**src/design/fcub_pkg.sv**
```systemverilog
`timescale 1ns / 1ps
`default_nettype none

package fcub_pkg;

	localparam int UID_FIELD_W = 32;
	localparam int UID_WIDTH_DEF = 32;
	localparam int COUNT_W = 16;
	localparam logic [COUNT_W-1:0] COUNT_MAX = {COUNT_W{1'b1}};

	localparam int MODE_W = 3;
	localparam int CFG_IDX_W = 2;
	localparam int CFG_DATA_W = 3;

	localparam logic [MODE_W-1:0] MODE_DELETED = 3'd0;
	localparam logic [MODE_W-1:0] MODE_FLAGGED = 3'd1;
	localparam logic [MODE_W-1:0] MODE_OLD     = 3'd2;
	localparam logic [MODE_W-1:0] MODE_READ    = 3'd3;
	localparam logic [MODE_W-1:0] MODE_REPLIED = 3'd4;
	localparam logic [MODE_W-1:0] MODE_TAGGED  = 3'd5;
	localparam logic [MODE_W-1:0] MODE_TRASH   = 3'd6;

	localparam logic [CFG_IDX_W-1:0] CFG_FLAG_MODE    = 2'd0;
	localparam logic [CFG_IDX_W-1:0] CFG_CHANGED_ONLY = 2'd1;
	localparam logic [CFG_IDX_W-1:0] CFG_INVERT_SENSE = 2'd2;

	localparam logic [1:0] KIND_NONE  = 2'd0;
	localparam logic [1:0] KIND_FIRST = 2'd1;
	localparam logic [1:0] KIND_COMMA = 2'd2;
	localparam logic [1:0] KIND_COLON = 2'd3;

	typedef struct packed {
		logic [MODE_W-1:0] flag_mode;
		logic              changed_only;
		logic              invert_sense;
	} cfg_t;

	typedef struct packed {
		logic                   active;
		logic [4:0]             local_flags;
		logic [4:0]             server_flags;
		logic                   tagged_req;
		logic                   purge;
		logic                   changed_mark;
		logic [UID_FIELD_W-1:0] uid;
		logic                   is_last;
	} rec_t;

	typedef struct packed {
		logic [1:0]             token_kind;
		logic [UID_FIELD_W-1:0] token_uid;
		logic [COUNT_W-1:0]     match_count;
		logic                   set_done;
	} res_t;

endpackage

`default_nettype wire

```
**src/design/fcub_select.sv**
```systemverilog
`timescale 1ns / 1ps
`default_nettype none

module fcub_select
	import fcub_pkg::*;
(
	input  wire cfg_t cfg,
	input  wire rec_t rec,
	output logic      sel
);

	logic lb;
	logic sb;
	logic hit;

	always_comb begin
		lb = 1'b0;
		sb = 1'b0;
		hit = 1'b0;
		case (cfg.flag_mode)
			MODE_DELETED: begin
				lb = rec.local_flags[0];
				sb = rec.server_flags[0];
				hit = (lb != sb) && (lb ^ cfg.invert_sense);
			end
			MODE_FLAGGED: begin
				lb = rec.local_flags[1];
				sb = rec.server_flags[1];
				hit = (lb != sb) && (lb ^ cfg.invert_sense);
			end
			MODE_OLD: begin
				lb = rec.local_flags[2];
				sb = rec.server_flags[2];
				hit = (lb != sb) && (lb ^ cfg.invert_sense);
			end
			MODE_READ: begin
				lb = rec.local_flags[3];
				sb = rec.server_flags[3];
				hit = (lb != sb) && (lb ^ cfg.invert_sense);
			end
			MODE_REPLIED: begin
				lb = rec.local_flags[4];
				sb = rec.server_flags[4];
				hit = (lb != sb) && (lb ^ cfg.invert_sense);
			end
			MODE_TAGGED: begin
				hit = rec.tagged_req;
			end
			MODE_TRASH: begin
				hit = rec.local_flags[0] && !rec.purge;
			end
			default: begin
				hit = 1'b0;
			end
		endcase
		sel = rec.active && hit && (!cfg.changed_only || rec.changed_mark);
	end

endmodule

`default_nettype wire

```
**src/design/fcub_run.sv**
```systemverilog
`timescale 1ns / 1ps
`default_nettype none

module fcub_run
	import fcub_pkg::*;
#(
	parameter int UID_WIDTH = UID_WIDTH_DEF
) (
	input  wire        clk,
	input  wire        arst_n,
	input  wire        take,
	input  wire rec_t  rec,
	input  wire        sel,
	output res_t       res
);

	localparam int UW = (UID_WIDTH < UID_FIELD_W) ? UID_WIDTH : UID_FIELD_W;

	logic               run_open_q;
	logic [UW-1:0]      run_start_q;
	logic [UW-1:0]      prev_q;
	logic               any_q;
	logic [COUNT_W-1:0] count_q;

	logic [UW-1:0]      uid;
	logic [COUNT_W-1:0] count_d;
	logic               run_open_d;
	logic [UW-1:0]      run_start_d;
	logic               any_d;
	logic [1:0]         kind;
	logic [UW-1:0]      tok;

	assign uid = rec.uid[UW-1:0];

	always_comb begin
		count_d = count_q;
		run_open_d = run_open_q;
		run_start_d = run_start_q;
		any_d = any_q;
		kind = KIND_NONE;
		tok = '0;
		if (sel) begin
			if (count_q != COUNT_MAX) begin
				count_d = count_q + 1'b1;
			end
			if (!run_open_q) begin
				run_open_d = 1'b1;
				run_start_d = uid;
				kind = any_q ? KIND_COMMA : KIND_FIRST;
				tok = uid;
				any_d = 1'b1;
			end else if (rec.is_last) begin
				kind = KIND_COLON;
				tok = uid;
			end
		end else if (run_open_q && (rec.active || rec.is_last)) begin
			if (prev_q > run_start_q) begin
				kind = KIND_COLON;
				tok = prev_q;
			end
			run_open_d = 1'b0;
		end
	end

	assign res.token_kind = kind;
	assign res.token_uid = UID_FIELD_W'(tok);
	assign res.match_count = count_d;
	assign res.set_done = rec.is_last;

	always_ff @(posedge clk or negedge arst_n) begin
		if (!arst_n) begin
			run_open_q <= 1'b0;
			run_start_q <= '0;
			prev_q <= '0;
			any_q <= 1'b0;
			count_q <= '0;
		end else if (take) begin
			if (rec.is_last) begin
				run_open_q <= 1'b0;
				run_start_q <= '0;
				prev_q <= '0;
				any_q <= 1'b0;
				count_q <= '0;
			end else begin
				run_open_q <= run_open_d;
				run_start_q <= run_start_d;
				prev_q <= uid;
				any_q <= any_d;
				count_q <= count_d;
			end
		end
	end

	a_last_clears: assert property (@(posedge clk) disable iff (!arst_n)
		take && rec.is_last |=> !run_open_q && !any_q && count_q == '0)
		else $error("state not cleared after last request");

	a_first_once: assert property (@(posedge clk) disable iff (!arst_n)
		take && res.token_kind == KIND_FIRST |-> !any_q && !run_open_q)
		else $error("first token with set already started");

	a_open_on_sel: assert property (@(posedge clk) disable iff (!arst_n)
		take && sel && !rec.is_last |=> run_open_q && any_q && count_q != '0)
		else $error("selected request did not open run");

endmodule

`default_nettype wire

```
**src/design/fcub_outbuf.sv**
```systemverilog
`timescale 1ns / 1ps
`default_nettype none

module fcub_outbuf
	import fcub_pkg::*;
(
	input  wire       clk,
	input  wire       arst_n,
	input  wire       push,
	input  wire res_t push_res,
	output logic      full,
	output logic      out_valid,
	input  wire       out_stall,
	output res_t      out_res
);

	logic out_valid_q;
	logic skid_valid_q;
	res_t out_q;
	res_t skid_q;
	logic drain;

	assign drain = !out_valid_q || !out_stall;
	assign full = skid_valid_q;
	assign out_valid = out_valid_q;
	assign out_res = out_q;

	always_ff @(posedge clk or negedge arst_n) begin
		if (!arst_n) begin
			out_valid_q <= 1'b0;
			skid_valid_q <= 1'b0;
		end else begin
			if (drain) begin
				if (skid_valid_q) begin
					out_valid_q <= 1'b1;
					skid_valid_q <= 1'b0;
				end else begin
					out_valid_q <= push;
				end
			end else if (push) begin
				skid_valid_q <= 1'b1;
			end
		end
	end

	always_ff @(posedge clk) begin
		if (drain) begin
			if (skid_valid_q) begin
				out_q <= skid_q;
			end else if (push) begin
				out_q <= push_res;
			end
		end
		if (push && !drain) begin
			skid_q <= push_res;
		end
	end

	a_skid_behind_out: assert property (@(posedge clk) disable iff (!arst_n)
		skid_valid_q |-> out_valid_q)
		else $error("skid holds request with empty output");

	a_no_push_full: assert property (@(posedge clk) disable iff (!arst_n)
		skid_valid_q |-> !push)
		else $error("request pushed into full buffer");

	a_skid_moves: assert property (@(posedge clk) disable iff (!arst_n)
		skid_valid_q && !out_stall |=> out_valid_q && !skid_valid_q)
		else $error("skid request not moved forward");

endmodule

`default_nettype wire

```
**src/design/flag_change_uid_set_builder.sv**
```systemverilog
// an accepted request's result is registered in the output register, or in the skid register while the output stalls
// throughput: one request per cycle while in_stall is low; the run state updates on every accepted request
// a two-entry output buffer lets requests flow while one result waits
// reset: asynchronous, clears config registers, run state and output buffer
`timescale 1ns / 1ps
`default_nettype none

module flag_change_uid_set_builder
	import fcub_pkg::*;
#(
	parameter int UID_WIDTH = UID_WIDTH_DEF
) (
	input  wire                          clk,
	input  wire                          arst_n,
	input  wire                          cfg_we,
	input  wire [CFG_IDX_W-1:0]          cfg_index,
	input  wire [CFG_DATA_W-1:0]         cfg_wdata,
	input  wire                          in_valid,
	output logic                         in_stall,
	input  wire                          active,
	input  wire [4:0]                    local_flags,
	input  wire [4:0]                    server_flags,
	input  wire                          tagged_req,
	input  wire                          purge,
	input  wire                          changed_mark,
	input  wire [UID_FIELD_W-1:0]        uid,
	input  wire                          is_last,
	output logic                         out_valid,
	input  wire                          out_stall,
	output logic [1:0]                   token_kind,
	output logic [UID_FIELD_W-1:0]       token_uid,
	output logic [COUNT_W-1:0]           match_count,
	output logic                         set_done
);

	cfg_t cfg_q;
	rec_t rec;
	res_t res;
	res_t out_res;
	logic sel;
	logic take;
	logic full;

	always_ff @(posedge clk or negedge arst_n) begin
		if (!arst_n) begin
			cfg_q <= '0;
		end else if (cfg_we) begin
			case (cfg_index)
				CFG_FLAG_MODE:    cfg_q.flag_mode <= cfg_wdata[MODE_W-1:0];
				CFG_CHANGED_ONLY: cfg_q.changed_only <= cfg_wdata[0];
				CFG_INVERT_SENSE: cfg_q.invert_sense <= cfg_wdata[0];
				default: begin
				end
			endcase
		end
	end

	assign rec.active = active;
	assign rec.local_flags = local_flags;
	assign rec.server_flags = server_flags;
	assign rec.tagged_req = tagged_req;
	assign rec.purge = purge;
	assign rec.changed_mark = changed_mark;
	assign rec.uid = uid;
	assign rec.is_last = is_last;

	assign in_stall = full;
	assign take = in_valid && !full;

	fcub_select u_select (
		.cfg (cfg_q),
		.rec (rec),
		.sel (sel)
	);

	fcub_run #(
		.UID_WIDTH (UID_WIDTH)
	) u_run (
		.clk    (clk),
		.arst_n (arst_n),
		.take   (take),
		.rec    (rec),
		.sel    (sel),
		.res    (res)
	);

	fcub_outbuf u_outbuf (
		.clk       (clk),
		.arst_n    (arst_n),
		.push      (take),
		.push_res  (res),
		.full      (full),
		.out_valid (out_valid),
		.out_stall (out_stall),
		.out_res   (out_res)
	);

	assign token_kind = out_res.token_kind;
	assign token_uid = out_res.token_uid;
	assign match_count = out_res.match_count;
	assign set_done = out_res.set_done;

endmodule

`default_nettype wire

```
**config.mk**
```make
export PLATFORM = sky130hd
export DESIGN_NAME = flag_change_uid_set_builder
export DESIGN_NICKNAME = d
export VERILOG_FILES = /design/src/design/fcub_pkg.sv /design/src/design/fcub_select.sv /design/src/design/fcub_run.sv /design/src/design/fcub_outbuf.sv /design/src/design/flag_change_uid_set_builder.sv
export SDC_FILE = /design/constraint.sdc
export NUM_CORES = 1
export LEC_CHECK = 0
export BUFFER_PORTS_ARGS = -buffer_cell sky130_fd_sc_hd__buf_2
export CORE_ASPECT_RATIO = 2
export CORE_MARGIN = 2
export CORE_UTILIZATION = 40
export CTS_BUF_LIST = sky130_fd_sc_hd__clkbuf_4
export DETAILED_ROUTE_END_ITERATION = 10
export SYNTH_ARGS = -nofsm -noshare
export SYNTH_HDL_FRONTEND = slang
export SYNTH_SLANG_ARGS = --single-unit
```
**constraint.sdc**
```tcl
create_clock -name clk -period 4.24 [get_ports clk]
set_clock_uncertainty 0.1 [all_clocks]
set_input_delay 0.636 -clock clk [delete_from_list [all_inputs] [get_ports clk]]
set_output_delay 0.636 -clock clk [all_outputs]
set_load 0.05 [all_outputs]
```
==> flow_summary.rst <==
.. list-table::
   :header-rows: 1

   * - Metric
     - Value
   * - Outcome
     - finished clean
   * - Cell-by-cell trace of the critical path
     - ha_1 -> nand4_1 -> nor4_1 -> buf_4 -> a31oi_1 -> a21boi_4 -> buf_4 -> nand3_1 -> o21ai_0
   * - RSZ-0062 raised after global routing
     - no
   * - Final core utilization
     - between 40% and 50%
   * - Number of endpoints failing setup at the final stage
     - 0
   * - Vias in the first global route
     - roughly 7.6k
   * - Max-cap check violation count
     - 0
   * - Share of final-layout standard cells stronger than drive strength 1
     - 17.4%
   * - Number of placement rows
     - 80
   * - Syn nets
     - between 1k and 1.5k
   * - Area growth, synth to finish
     - 11.8%
   * - Clock Latency Late Sink
     - 640 ps
   * - Final critical delay including setup and external delays
     - around 3400 ps
   * - Kind of cell adding the most delay to the critical path
     - compound AO/OA/AOI/OAI gates
   * - Count of buffers from port buffering
     - ~110
   * - Most instantiated flip-flop cell in the synthesis netlist
     - edfxtp_1
   * - Total routing resource utilization after global routing
     - between 20% and 30%
   * - Share of the yosys chip area belonging to registers
     - between 50% and 60%
   * - Count of H-tree levels built during CTS
     - 4
   * - Number of gates resized after CTS
     - 0
   * - Final TNS setup
     - 0 ps
   * - Buffer count from post-CTS setup fixing
     - 0
   * - Number of buffers created by CTS
     - 17
   * - Critical path arrival
     - approximately 3700 ps
   * - HPWL after DPL
     - about 17000 um
   * - Worst-Margin Slew
     - roughly 1000 ps
   * - Root buffer cell
     - clkbuf_4
   * - Post-synth top area share
     - a little under a third
   * - Total wirelength of the detailed-routed design
     - between 20000 and 30000 um
   * - Cell variety after synth
     - 56
   * - Top library cells by usage in the layout, fill and taps aside
     - nand2_1 (165), o21ai_0 (108), buf_2 (108)
   * - Crit. End Element
     - register
   * - Layer with the highest usage
     - met2
   * - Total Die Area
     - ~26000 sq um
   * - Post-synthesis instance area
     - slightly below 10000 sq um
   * - Power density cells
     - 447 nW/um^2
   * - Number of sinks handled by clock tree synthesis
     - roughly 190
   * - Most Frequent Cell on Critical Path
     - buf_4
   * - Highest clock frequency the design can meet
     - 296 MHz
   * - Avg Cell Area, Syn
     - ~10 sq um
   * - Count of vias placed by the detailed router
     - approximately 7.6k
   * - Critical Setup Path Class
     - reg2reg
   * - IR drop worst, VDD
     - around 0.19 mV
   * - Total I/O pin count
     - 110
   * - CP max stage cell
     - a21boi_4
   * - Routability-driven placement congestion ratio
     - 0.791
   * - Met3 Track Usage GR
     - about 3.6%
   * - Max Root-Sink Buffers
     - 2
   * - Initial core utilization
     - between 40% and 50%
   * - Synthesis-stage register bit count
     - 191
   * - Std-Cell Core Area
     - about 24000 sq um
   * - Count of nets after finishing
     - about 1.1k
   * - Final standard cell count with taps included and fillers excluded
     - ~1.3k
   * - Initial antenna violation count
     - 1
   * - Leakage power total
     - 0.00426 uW
   * - Overflow after GRT
     - 0
   * - Post-synth EDFFs
     - 102
   * - Largest driver fanout on the critical path
     - 35
   * - Crit-path max cell delay
     - approximately 700 ps
   * - Number of routed nets with antenna violations
     - 0
   * - Filler Cells Inserted
     - about 2.3k
   * - DR WL/cell
     - approximately 19 um
   * - Die Y-Extent
     - between 200 and 250 um
   * - Die width
     - roughly 110 um
   * - Hold bufs inserted after CTS
     - 1
   * - Yosys Warn Count
     - 0
   * - DRC violations left
     - 0
   * - Headroom to the max-slew limit
     - a little under a third
   * - Async S/R FF share, synth
     - between 40% and 50%
   * - Cell type with the largest total area after synthesis
     - edfxtp_1
   * - Number of instances in the placed design
     - around 1.3k
   * - Met1 usage in global routing
     - 23.7%
   * - Clock Pin Slew Worst Setup and Hold Paths
     - 150 ps
   * - Post-detailed-route via-to-cell ratio
     - about 5.7
   * - Global-route met2 utilization
     - between 30% and 40%
   * - Worst Path Required
     - 4570 ps
   * - Most common cell after layout, fill and taps aside
     - nand2_1
   * - Count of routing violations after the opening detailed-route iteration
     - around 440
   * - Final critical-path share of the clock period
     - approximately 80%
   * - Overall power of the completed layout
     - a little under 5000 uW
   * - Cell types occupying the most area after synthesis
     - edfxtp_1 (32%), dfrtp_1 (23%), nand2_1 (6.4%)
   * - DRT Pass-1 Iters
     - 6
   * - Syn Inst Count
     - 965
   * - Nature of the critical path startpoint
     - register
   * - Worst hold-check path type
     - in2reg
   * - Wire length of the first global-routing pass
     - 40700 um
   * - Number of buffer and inverter instances along the worst setup path
     - 2
   * - Max-slew violation total from the final report
     - 0
   * - Clock tree from TritonCTS
     - yes
   * - Pin count of the biggest net entering global routing
     - 98
   * - Final hold violation count
     - 0
## worst reg2reg max path, cell delays in order, from the launching register on
cell      delay (ps)
dfrtp_1          440
ha_1             340
nand4_1          150
nor4_1            90
buf_4            170
a31oi_1          250
a21boi_4         700
buf_4            480
nand3_1          130
o21ai_0          320
## per-layer routing
layer | up-vias | part of all wire [%] | routed length (um)
met1 | 3726 | 38 | 9740
met2 | 178 | 55 | 14000
met3 | 43 | 3.7 | 943
li1 | 3691 | - | -
met4 | 0 | 3.1 | 782
met5 | - | 0 | 0
## cell families after synthesis
| logic type | count (synthesis) | synth area share, % |
|---|---|---|
| compound gates | 258 | 17.0 |
| flops | 191 | 54.6 |
| mux | 14 | 1.61 |
| xor+xnor | 2 | 0.181 |
| simple gates | 355 | 17.6 |
| buf+inv | 112 | 4.75 |
| fa+ha+maj | 33 | 4.26 |
## flip-flops by register name (all words and copies together), names as in the netlist
register / count
cfg_q: 5
u_outbuf.full: 1
u_outbuf.out_res: 51
u_outbuf.out_valid: 1
u_outbuf.skid_q: 51
u_run.any_q: 1
u_run.count_q: 16
u_run.prev_q: 32
u_run.run_open_q: 1
u_run.run_start_q: 32
## worst paths after layout
| kind | slack, ps | end | from | cells past startpoint |
|---|---|---|---|---|
| setup / recovery | 870 | u_outbuf.out_res[22]$_DFFE_PP_ | u_run.prev_q[29]$_DFFE_PN0P_ | 9 |
| setup reg to reg | 870 | u_outbuf.out_res[22]$_DFFE_PP_ | u_run.prev_q[29]$_DFFE_PN0P_ | 9 |
| min in group asynchronous | 350 | u_run.run_start_q[30]$_DFFE_PN0P_ | arst_n | 2 |
| max in group asynchronous | 2820 | u_run.prev_q[0]$_DFFE_PN0P_ | arst_n | 3 |
| hold reg to reg | 400 | u_run.prev_q[0]$_DFFE_PN0P_ | u_run.prev_q[0]$_DFFE_PN0P_ | 2 |
| hold / removal | 120 | cfg_q[3]$_DFFE_PN0P_ | cfg_wdata[1] | 2 |
## cells in the mapped netlist, drive strengths merged, types with 2 or more instances
cell type  count
nand2b         2
clkinv         2
a211oi         5
buf           13
nor2b          5
o211ai         6
and3           6
nor3b          3
nand4         14
o21a           3
o22a           2
and2          32
ha            33
nand2        166
and3b          2
or4            5
a22o          31
nor4           7
nor2          24
o21ai        109
xnor2          2
dfrtp         89
a21oi         19
a21o           2
a31oi         44
a221o          3
or3b           2
nand3         49
o22ai          3
or3            6
o311a          7
clkbuf        56
nor3          24
o31ai          8
a21boi         2
edfxtp       102
a211o          2
o311ai         7
mux2          13
inv           41
nand3b         6
## metrics by stage
step | worst slack, ps | instance area, sq um | hold WS (ps)
after detailed placement | 797 | 10500 | 371
after floorplan | 239 | 9690 | 240
final | 867 | 10800 | 118
after global routing | 687 | 10800 | 73.2
after CTS | 810 | 10800 | 63.0
after global placement | 821 | 10500 | 365
## power by group
group	internal [uW]	switching, uW	total [uW]
registers	2220	174	2390
clock network	353	663	1020
logic	449	980	1430
total	3020	1820	4840
## layout make-up
type                    count  area [sq um]  share of cell area, %
flip-flops and latches    191          5290                   48.8
inverters                  43           161                   1.49
multi-input cells         662          3990                   36.9
clock buffers              17           128                   1.18
clock inverters            15           161                   1.49
repair buffers            129           738                   6.81
diodes                      1          2.50                 0.0231
well taps                 287           359                   3.31
Note: power is estimated with default switching activity, not from simulation.
